==> config.mk <==
export PLATFORM = sky130hd
export DESIGN_NAME = gga_position_field_extractor_unit
export DESIGN_NICKNAME = d
export VERILOG_FILES = /design/src/gga_pfx_pkg.sv /design/src/gga_position_field_extractor_unit.sv
export SDC_FILE = /design/constraint.sdc
export NUM_CORES = 1
export LEC_CHECK = 0
export ABC_AREA = 0
export BUFFER_PORTS_ARGS = -buffer_cell sky130_fd_sc_hd__buf_2
export CORE_ASPECT_RATIO = 2
export CORE_MARGIN = 5
export CORE_UTILIZATION = 58
export DETAILED_ROUTE_END_ITERATION = 12
export HOLD_SLACK_MARGIN = 0.06
export MAX_ROUTING_LAYER = met4
export PLACE_DENSITY_LB_ADDON = 0.1
export SETUP_SLACK_MARGIN = 0.2
export SYNTH_ARGS = -nofsm -noshare
export SYNTH_HDL_FRONTEND = slang
export SYNTH_SLANG_ARGS = --single-unit
==> constraint.sdc <==
create_clock -name i_clk -period 5.4 [get_ports i_clk]
set_input_delay 0.54 -clock i_clk [delete_from_list [all_inputs] [get_ports i_clk]]
set_output_delay 0.54 -clock i_clk [all_outputs]
set_load 0.02 [all_outputs]
==> src/gga_pfx_pkg.sv <==
// Shared constants and helpers for the GGA position field extractor.
package gga_pfx_pkg;

    // Sentence layout
    localparam int unsigned HDR_LEN  = 6;
    localparam int unsigned LAT_LEN  = 7;
    localparam int unsigned LON_LEN  = 8;
    localparam int unsigned LAT_W    = LAT_LEN * 8;
    localparam int unsigned LON_W    = LON_LEN * 8;
    localparam int unsigned COMMA_MAX = 6;

    // Field numbers, counted in commas seen
    localparam logic [2:0] FLD_LAT = 3'd2;
    localparam logic [2:0] FLD_NS  = 3'd3;
    localparam logic [2:0] FLD_LON = 3'd4;
    localparam logic [2:0] FLD_EW  = 3'd5;

    // Characters of interest
    localparam logic [7:0] CH_NUL    = 8'h00;
    localparam logic [7:0] CH_COMMA  = 8'h2C;
    localparam logic [7:0] CH_DOLLAR = 8'h24;
    localparam logic [7:0] CH_G      = 8'h47;
    localparam logic [7:0] CH_P      = 8'h50;
    localparam logic [7:0] CH_A      = 8'h41;
    localparam logic [7:0] CH_N      = 8'h4E;
    localparam logic [7:0] CH_S      = 8'h53;
    localparam logic [7:0] CH_E      = 8'h45;
    localparam logic [7:0] CH_W      = 8'h57;

    // Header check: "$GPGGA" or "$GNGGA"; the talker letter may be P or N
    function automatic logic hdr_char_ok(input logic [2:0] pos, input logic [7:0] c);
        logic ok;
        begin
            case (pos)
                3'd0: ok = (c == CH_DOLLAR);
                3'd1: ok = (c == CH_G);
                3'd2: ok = (c == CH_P) || (c == CH_N);
                3'd3: ok = (c == CH_G);
                3'd4: ok = (c == CH_G);
                3'd5: ok = (c == CH_A);
                default: ok = 1'b1;
            endcase
            return ok;
        end
    endfunction

endpackage

==> src/gga_position_field_extractor_unit.sv <==
// Top level of the GGA position field extractor: per-character parser and result register.
//
// Usage
//   Input channel: one sentence character per request on i_in_char, with
//   i_is_last marking the final character of the line. A request is taken at
//   a rising edge with i_in_valid high and o_in_stall low.
//   Output channel: one result per line, presented on o_out_valid together
//   with o_found and the captured latitude, longitude and hemisphere letters.
//   Payload fields read zero when o_found is low.
// Latency and throughput
//   One character per cycle while o_in_stall is low. The result of a line appears in the
//   cycle after its final character is taken. The per-character state update
//   and the found decision are combinational, between the parser registers and
//   the result register.
// Reset and stalls
//   i_rst_n (synchronous, active low) empties the result register and clears
//   the line state, ready for a new sentence. While a result is held and the
//   receiver stalls, o_in_stall is raised and no character is taken.
module gga_position_field_extractor_unit
    import gga_pfx_pkg::*;
(
    input  logic             i_clk,
    input  logic             i_rst_n,
    input  logic             i_in_valid,
    output logic             o_in_stall,
    input  logic [7:0]       i_in_char,
    input  logic             i_is_last,
    output logic             o_out_valid,
    input  logic             i_out_stall,
    output logic             o_found,
    output logic [LAT_W-1:0] o_lat_digits,
    output logic [7:0]       o_ns_letter,
    output logic [LON_W-1:0] o_lon_digits,
    output logic [7:0]       o_ew_letter
);

    // Line state
    logic [2:0]       r_pos, n_pos;
    logic             r_hdr_ok, n_hdr_ok;
    logic [2:0]       r_commas, n_commas;
    logic [3:0]       r_flen, n_flen;
    logic [LAT_W-1:0] r_lat, n_lat;
    logic [LON_W-1:0] r_lon, n_lon;
    logic [7:0]       r_ns, n_ns;
    logic [7:0]       r_ew, n_ew;
    logic             r_lat_done, n_lat_done;
    logic             r_lon_done, n_lon_done;
    logic             r_ended, n_ended;

    // Result register
    logic             r_out_valid;
    logic             r_found;
    logic [LAT_W-1:0] r_lat_q;
    logic [7:0]       r_ns_q;
    logic [LON_W-1:0] r_lon_q;
    logic [7:0]       r_ew_q;

    logic acc;
    logic load;
    logic found;

    assign o_in_stall = r_out_valid && i_out_stall;
    assign acc        = i_in_valid && !o_in_stall;
    assign load       = acc && i_is_last;

    // Per-character update of the line state
    always_comb begin
        n_pos      = r_pos;
        n_hdr_ok   = r_hdr_ok;
        n_commas   = r_commas;
        n_flen     = r_flen;
        n_lat      = r_lat;
        n_lon      = r_lon;
        n_ns       = r_ns;
        n_ew       = r_ew;
        n_lat_done = r_lat_done;
        n_lon_done = r_lon_done;
        n_ended    = r_ended;
        if (!r_ended) begin
            if (i_in_char == CH_NUL) begin
                n_ended = 1'b1;
            end else begin
                // header compare, saturating at the header length
                if (r_pos < 3'(HDR_LEN)) begin
                    if (!hdr_char_ok(r_pos, i_in_char)) begin
                        n_hdr_ok = 1'b0;
                    end
                    n_pos = r_pos + 3'd1;
                end
                // field capture
                if (i_in_char == CH_COMMA) begin
                    if (r_commas < 3'(COMMA_MAX)) begin
                        n_commas = r_commas + 3'd1;
                    end
                    n_flen = 4'd0;
                end else begin
                    case (r_commas)
                        FLD_LAT: begin
                            if (r_flen < 4'(LAT_LEN)) begin
                                n_lat  = {r_lat[LAT_W-9:0], i_in_char};
                                n_flen = r_flen + 4'd1;
                                if (r_flen == 4'(LAT_LEN - 1)) begin
                                    n_lat_done = 1'b1;
                                end
                            end
                        end
                        FLD_NS: begin
                            if (r_flen == 4'd0) begin
                                n_ns   = i_in_char;
                                n_flen = 4'd1;
                            end
                        end
                        FLD_LON: begin
                            if (r_flen < 4'(LON_LEN)) begin
                                n_lon  = {r_lon[LON_W-9:0], i_in_char};
                                n_flen = r_flen + 4'd1;
                                if (r_flen == 4'(LON_LEN - 1)) begin
                                    n_lon_done = 1'b1;
                                end
                            end
                        end
                        FLD_EW: begin
                            if (r_flen == 4'd0) begin
                                n_ew   = i_in_char;
                                n_flen = 4'd1;
                            end
                        end
                        default: ;
                    endcase
                end
            end
        end
    end

    // Line verdict, taken with the final character included
    assign found = n_hdr_ok && (n_pos == 3'(HDR_LEN)) && n_lat_done && n_lon_done &&
                   ((n_ns == CH_N) || (n_ns == CH_S)) &&
                   ((n_ew == CH_E) || (n_ew == CH_W));

    // Line state registers; cleared on reset and after the final character
    always_ff @(posedge i_clk) begin
        if (!i_rst_n || load) begin
            r_pos      <= 3'd0;
            r_hdr_ok   <= 1'b1;
            r_commas   <= 3'd0;
            r_flen     <= 4'd0;
            r_lat      <= '0;
            r_lon      <= '0;
            r_ns       <= 8'd0;
            r_ew       <= 8'd0;
            r_lat_done <= 1'b0;
            r_lon_done <= 1'b0;
            r_ended    <= 1'b0;
        end else if (acc) begin
            r_pos      <= n_pos;
            r_hdr_ok   <= n_hdr_ok;
            r_commas   <= n_commas;
            r_flen     <= n_flen;
            r_lat      <= n_lat;
            r_lon      <= n_lon;
            r_ns       <= n_ns;
            r_ew       <= n_ew;
            r_lat_done <= n_lat_done;
            r_lon_done <= n_lon_done;
            r_ended    <= n_ended;
        end
    end

    // Result valid flag
    always_ff @(posedge i_clk) begin
        if (!i_rst_n) begin
            r_out_valid <= 1'b0;
        end else if (load) begin
            r_out_valid <= 1'b1;
        end else if (!i_out_stall) begin
            r_out_valid <= 1'b0;
        end
    end

    // Result payload; zeroed when no position was found
    always_ff @(posedge i_clk) begin
        if (load) begin
            r_found <= found;
            r_lat_q <= found ? n_lat : '0;
            r_ns_q  <= found ? n_ns  : 8'd0;
            r_lon_q <= found ? n_lon : '0;
            r_ew_q  <= found ? n_ew  : 8'd0;
        end
    end

    assign o_out_valid  = r_out_valid;
    assign o_found      = r_found;
    assign o_lat_digits = r_lat_q;
    assign o_ns_letter  = r_ns_q;
    assign o_lon_digits = r_lon_q;
    assign o_ew_letter  = r_ew_q;

    // Checks
    a_last_gives_result: assert property (@(posedge i_clk) disable iff (!i_rst_n)
        (i_in_valid && !o_in_stall && i_is_last) |=> o_out_valid)
        else $error("final character did not produce a result");

    a_found_hemi: assert property (@(posedge i_clk) disable iff (!i_rst_n)
        (o_out_valid && o_found) |->
        ((o_ns_letter == CH_N || o_ns_letter == CH_S) &&
         (o_ew_letter == CH_E || o_ew_letter == CH_W)))
        else $error("found result with bad hemisphere letter");

    a_miss_zero: assert property (@(posedge i_clk) disable iff (!i_rst_n)
        (o_out_valid && !o_found) |->
        (o_lat_digits == '0 && o_lon_digits == '0 && o_ns_letter == 8'd0 &&
         o_ew_letter == 8'd0))
        else $error("result without position carries data");

    a_stall_only_when_full: assert property (@(posedge i_clk) disable iff (!i_rst_n)
        o_in_stall |-> o_out_valid)
        else $error("input stalled with empty result register");

endmodule

==> impl_summary.log <==
INFO  metric maximum_level_of_the_cts_h_tree = 1
INFO  metric type_of_the_worst_setup_path = flip-flop to flip-flop
INFO  metric placed_wire_length_estimate = ~19000 µm
INFO  metric final_net_count = 1321
INFO  metric ctsHoldBuffers = 0
INFO  metric report.final.setup_viol = 0
INFO  metric hold_path_startpoint = i_rst_n
INFO  metric drt_pre_antenna_iters = 7
INFO  metric fin_tns_setup = 0 ns
INFO  metric die-width = 114 µm
INFO  metric worst_ir_drop_on_vdd = 0.000241 V
INFO  metric finalWirelength = around 30000 µm
INFO  metric finish.utilization = 66.3%
INFO  metric synth_top_area_cell = sky130_fd_sc_hd__edfxtp_1
INFO  metric finalWorstPathRequiredPeriod = 3.35 ns
INFO  metric vias = 8992
INFO  metric achievable-frequency = 298 MHz
INFO  metric timing.max_cap.violations = 0
INFO  metric antenna_viol_nets_final = 0
INFO  metric n_antenna_cell = 0
INFO  metric cts_buffers = 24
INFO  metric initial_antenna_violation_count = 0
INFO  metric grt_use_total = 24.1%
INFO  metric grt_start_max_net_pins = 85
INFO  metric global_route_wire_length_before_repair = 46900 µm
INFO  metric timing.rr.end = o_lon_digits[40]$_SDFFCE_PN0P_
INFO  metric synth-main-ff-cell = sky130_fd_sc_hd__dfxtp_1
INFO  metric synth_common_cells = sky130_fd_sc_hd__nand2_1 (254), sky130_fd_sc_hd__dfxtp_1 (151), sky130_fd_sc_hd__mux2i_1 (139), sky130_fd_sc_hd__edfxtp_1 (137), sky130_fd_sc_hd__a21oi_1 (131)
INFO  metric filler_cell_count = 1762
INFO  metric clock_tree.root_cell = sky130_fd_sc_hd__clkbuf_16
INFO  metric worst_hold_path_cell_count = 2
INFO  metric tightestPinTransition = 0.994 ns
INFO  metric io_pins = ~150
INFO  metric core_area = 21500 µm²
INFO  metric static-leakage-power = 4.78 nW
INFO  metric synth.cell_area = 12600 µm²
INFO  metric ff2ff_setup_slack = 2.05 ns
INFO  metric cts_tree = built
INFO  metric ys.warnings.count = 0
INFO  metric finalWeightedCongestion = 0.909
INFO  metric register_clock_pin_slew_on_the_reported_worst_setup_and_hold_paths = 0.07 ns
INFO  metric cts_setup_buffers = 0
INFO  metric die_area = 25000 µm²
INFO  metric worstHoldEndpoint = r_hdr_ok$_SDFFE_PP1P_
INFO  metric start_util = 58.8%
INFO  metric startpoint_type = flip-flop
INFO  metric outcome = finished clean
INFO  metric required_time_of_the_critical_path = 5.66 ns
INFO  metric power.density = 300 nW/µm²
INFO  metric post_cts_repair_resize_count = 0
INFO  metric multi_input_area = 5080 µm²
INFO  metric worst-r2r-cell-count = 8
INFO  metric finalPower = around 4.3 mW
INFO  metric finalCritPeriodShare = 62.1%
INFO  metric post_synth_main_area_contributors = sky130_fd_sc_hd__edfxtp_1 (33%), sky130_fd_sc_hd__dfxtp_1 (24%), sky130_fd_sc_hd__mux2i_1 (11%), sky130_fd_sc_hd__nand2_1 (7.5%), sky130_fd_sc_hd__nor3_2 (5.9%)
INFO  metric netlist_instances = 1195
INFO  metric areaGrowthSynthToFinish = 12.8%
INFO  metric netlist-cell-type-count = 54
INFO  metric synth.avg_cell_area = roughly 11 µm²
INFO  metric final.setup_skew = 0.0103 ns
INFO  metric r2r-start = r_pos[0]$_SDFFE_PP0P_
INFO  metric vias_per_cell = 5.67
INFO  metric number_of_synthesized_flops_with_an_enable_pin = about 140
INFO  metric fp-row-count = 76
INFO  metric drc = 0
INFO  metric postSynth.asyncResetShare = 0%
INFO  metric final-seq-area = 7140 µm²
INFO  metric crit_path_max_fanout = between 60 and 70
INFO  metric buffer_ports.inserted = 151
INFO  metric arrival = 3.61 ns
INFO  metric synth_top_cell_area_share = 32.6%
INFO  metric routed_wire_length_per_instance = approximately 19 µm
INFO  metric first_iter_violations = 463
INFO  metric timing_hold_violations_final = 0
INFO  metric clock_tree.buffer_depth = 3
INFO  metric globalRouteOverflowTotal = 0
INFO  metric cell_with_the_most_instances_after_synthesis = sky130_fd_sc_hd__nand2_1
INFO  metric number_of_global_route_vias_before_repair = about 8700
INFO  metric grt_setup_unrepaired = no
INFO  metric synth.ff_latch_count = about 290
INFO  metric die_height = 219 µm
INFO  metric tritoncts_num_sinks = 288
INFO  metric worst_skew_pair.late_latency = 0.52 ns
INFO  metric drive_above_1_share = 21.9%
INFO  metric timing.slew.headroom = 33.3%
INFO  metric holdCritPathClass = primary input to flip-flop
INFO  metric synth.yosys.seq_area_share = 56.5%
INFO  metric timing.critical_path.to_type = flip-flop
INFO  metric drv_slew = 0
==> how the worst max path moves through the flow <==
| stage | endpoint | depth (start not counted) | from | slack (ns) |
|---|---|---|---|---|
| finish | o_lon_digits[40]$_SDFFCE_PN0P_ | 8 | r_pos[0]$_SDFFE_PP0P_ | 2.05 |
| global route | o_lon_digits[57]$_SDFFCE_PN0P_ | 8 | r_pos[0]$_SDFFE_PP0P_ | 1.81 |
| CTS | o_lon_digits[40]$_SDFFCE_PN0P_ | 8 | r_pos[0]$_SDFFE_PP0P_ | 2.06 |
| detailed placement | o_lon_digits[40]$_SDFFCE_PN0P_ | 8 | i_in_char[2] | 1.73 |
| global placement | o_lon_digits[42]$_SDFFCE_PN0P_ | 8 | i_in_char[2] | 1.84 |
| floorplan | o_ew_letter[0]$_SDFFCE_PN0P_ | 5 | i_out_stall | 1.0 |
==> layout by cell type (no fill, tap or decap), drive strengths merged, types with 3 or more instances in the layout <==
master,count
ha,13
clkinv,6
nor3,131
nand3,10
o2111ai,3
a21oi,131
and4b,3
conb,5
edfxtp,137
buf,166
and3,5
clkbuf,36
o21a,3
nor2b,7
a31oi,7
nand2,254
dfxtp,151
nor4bb,3
nor2,41
inv,11
mux2i,139
xnor2,3
nand2b,3
o21ai,9
==> worst max-delay path: stages (launching register included) <==
cell	delay [ns]
sky130_fd_sc_hd__dfxtp_1	0.47
sky130_fd_sc_hd__inv_1	0.15
sky130_fd_sc_hd__ha_1	0.22
sky130_fd_sc_hd__mux2i_1	0.19
sky130_fd_sc_hd__a311oi_1	0.13
sky130_fd_sc_hd__a211o_1	0.34
sky130_fd_sc_hd__or4b_4	0.78
sky130_fd_sc_hd__buf_4	0.63
sky130_fd_sc_hd__nor3_2	0.10
==> flip-flops by register name, summed over array words and instances, names as in the netlist <==
name          cells
o_lon_digits     64
r_flen            4
r_lat_done        1
r_ended           1
o_lat_digits     56
o_found           1
r_commas          3
o_ns_letter       8
o_ew_letter       8
r_lon_done        1
r_lon            64
r_pos             3
r_lat            56
r_ew              8
o_out_valid       1
r_ns              8
r_hdr_ok          1
==> per-stage QoR <==
step / hold WS [ns] / worst slack (ns) / std cells / instance area, µm²
2_1_floorplan: 0.436 / 0.998 / 1199 / 12700
3_3_place_gp: 0.441 / 1.84 / 1542 / 13500
3_5_place_dp: 0.446 / 1.73 / 1542 / 13500
4_1_cts: 0.218 / 2.06 / 1586 / 14300
5_1_grt: 0.239 / 1.81 / 1586 / 14300
6_report: 0.244 / 2.05 / 1586 / 14300
==> metal layers <==
layer | wire length, µm | up-vias | share of wire [%] | track usage [%]
li1 | - | 4397 | - | -
met1 | 11100 | 4297 | 38 | 27.9
met2 | 15700 | 229 | 53 | 41.9
met3 | 1170 | 69 | 4.0 | 2.30
met4 | 1410 | 0 | 4.8 | 11.1
met5 | 0 | - | 0 | -
==> power by group <==
group | switching [mW] | total, mW | internal [mW]
logic | 0.156 | 0.206 | 0.0496
clock network | 0.771 | 1.73 | 0.957
registers | 0.0168 | 2.35 | 2.33
==> kinds of logic after synthesis <==
family                     Yosys count  synth area share [%]
AOI/OAI and AO/OA                  171                  7.51
xor gates and xnor gates             4                 0.277
adders and majority gates           13                  1.29
buffers and inverters              107                  3.92
DFF                                288                  56.5
muxes                              139                  11.0
other                                1                0.0297
and+or+nand+nor                    472                  19.5
==> cell type report <==
cell class	instances	share of cell area, %
clock buffer	36	4.97
clock inverter	8	0.456
inverter	11	0.325
multi-input combinational	804	35.6
sequential	288	50.1
tap	273	2.40
timing repair buffer	166	6.18
No activity file was read; power rests on OpenSTA's default activity.
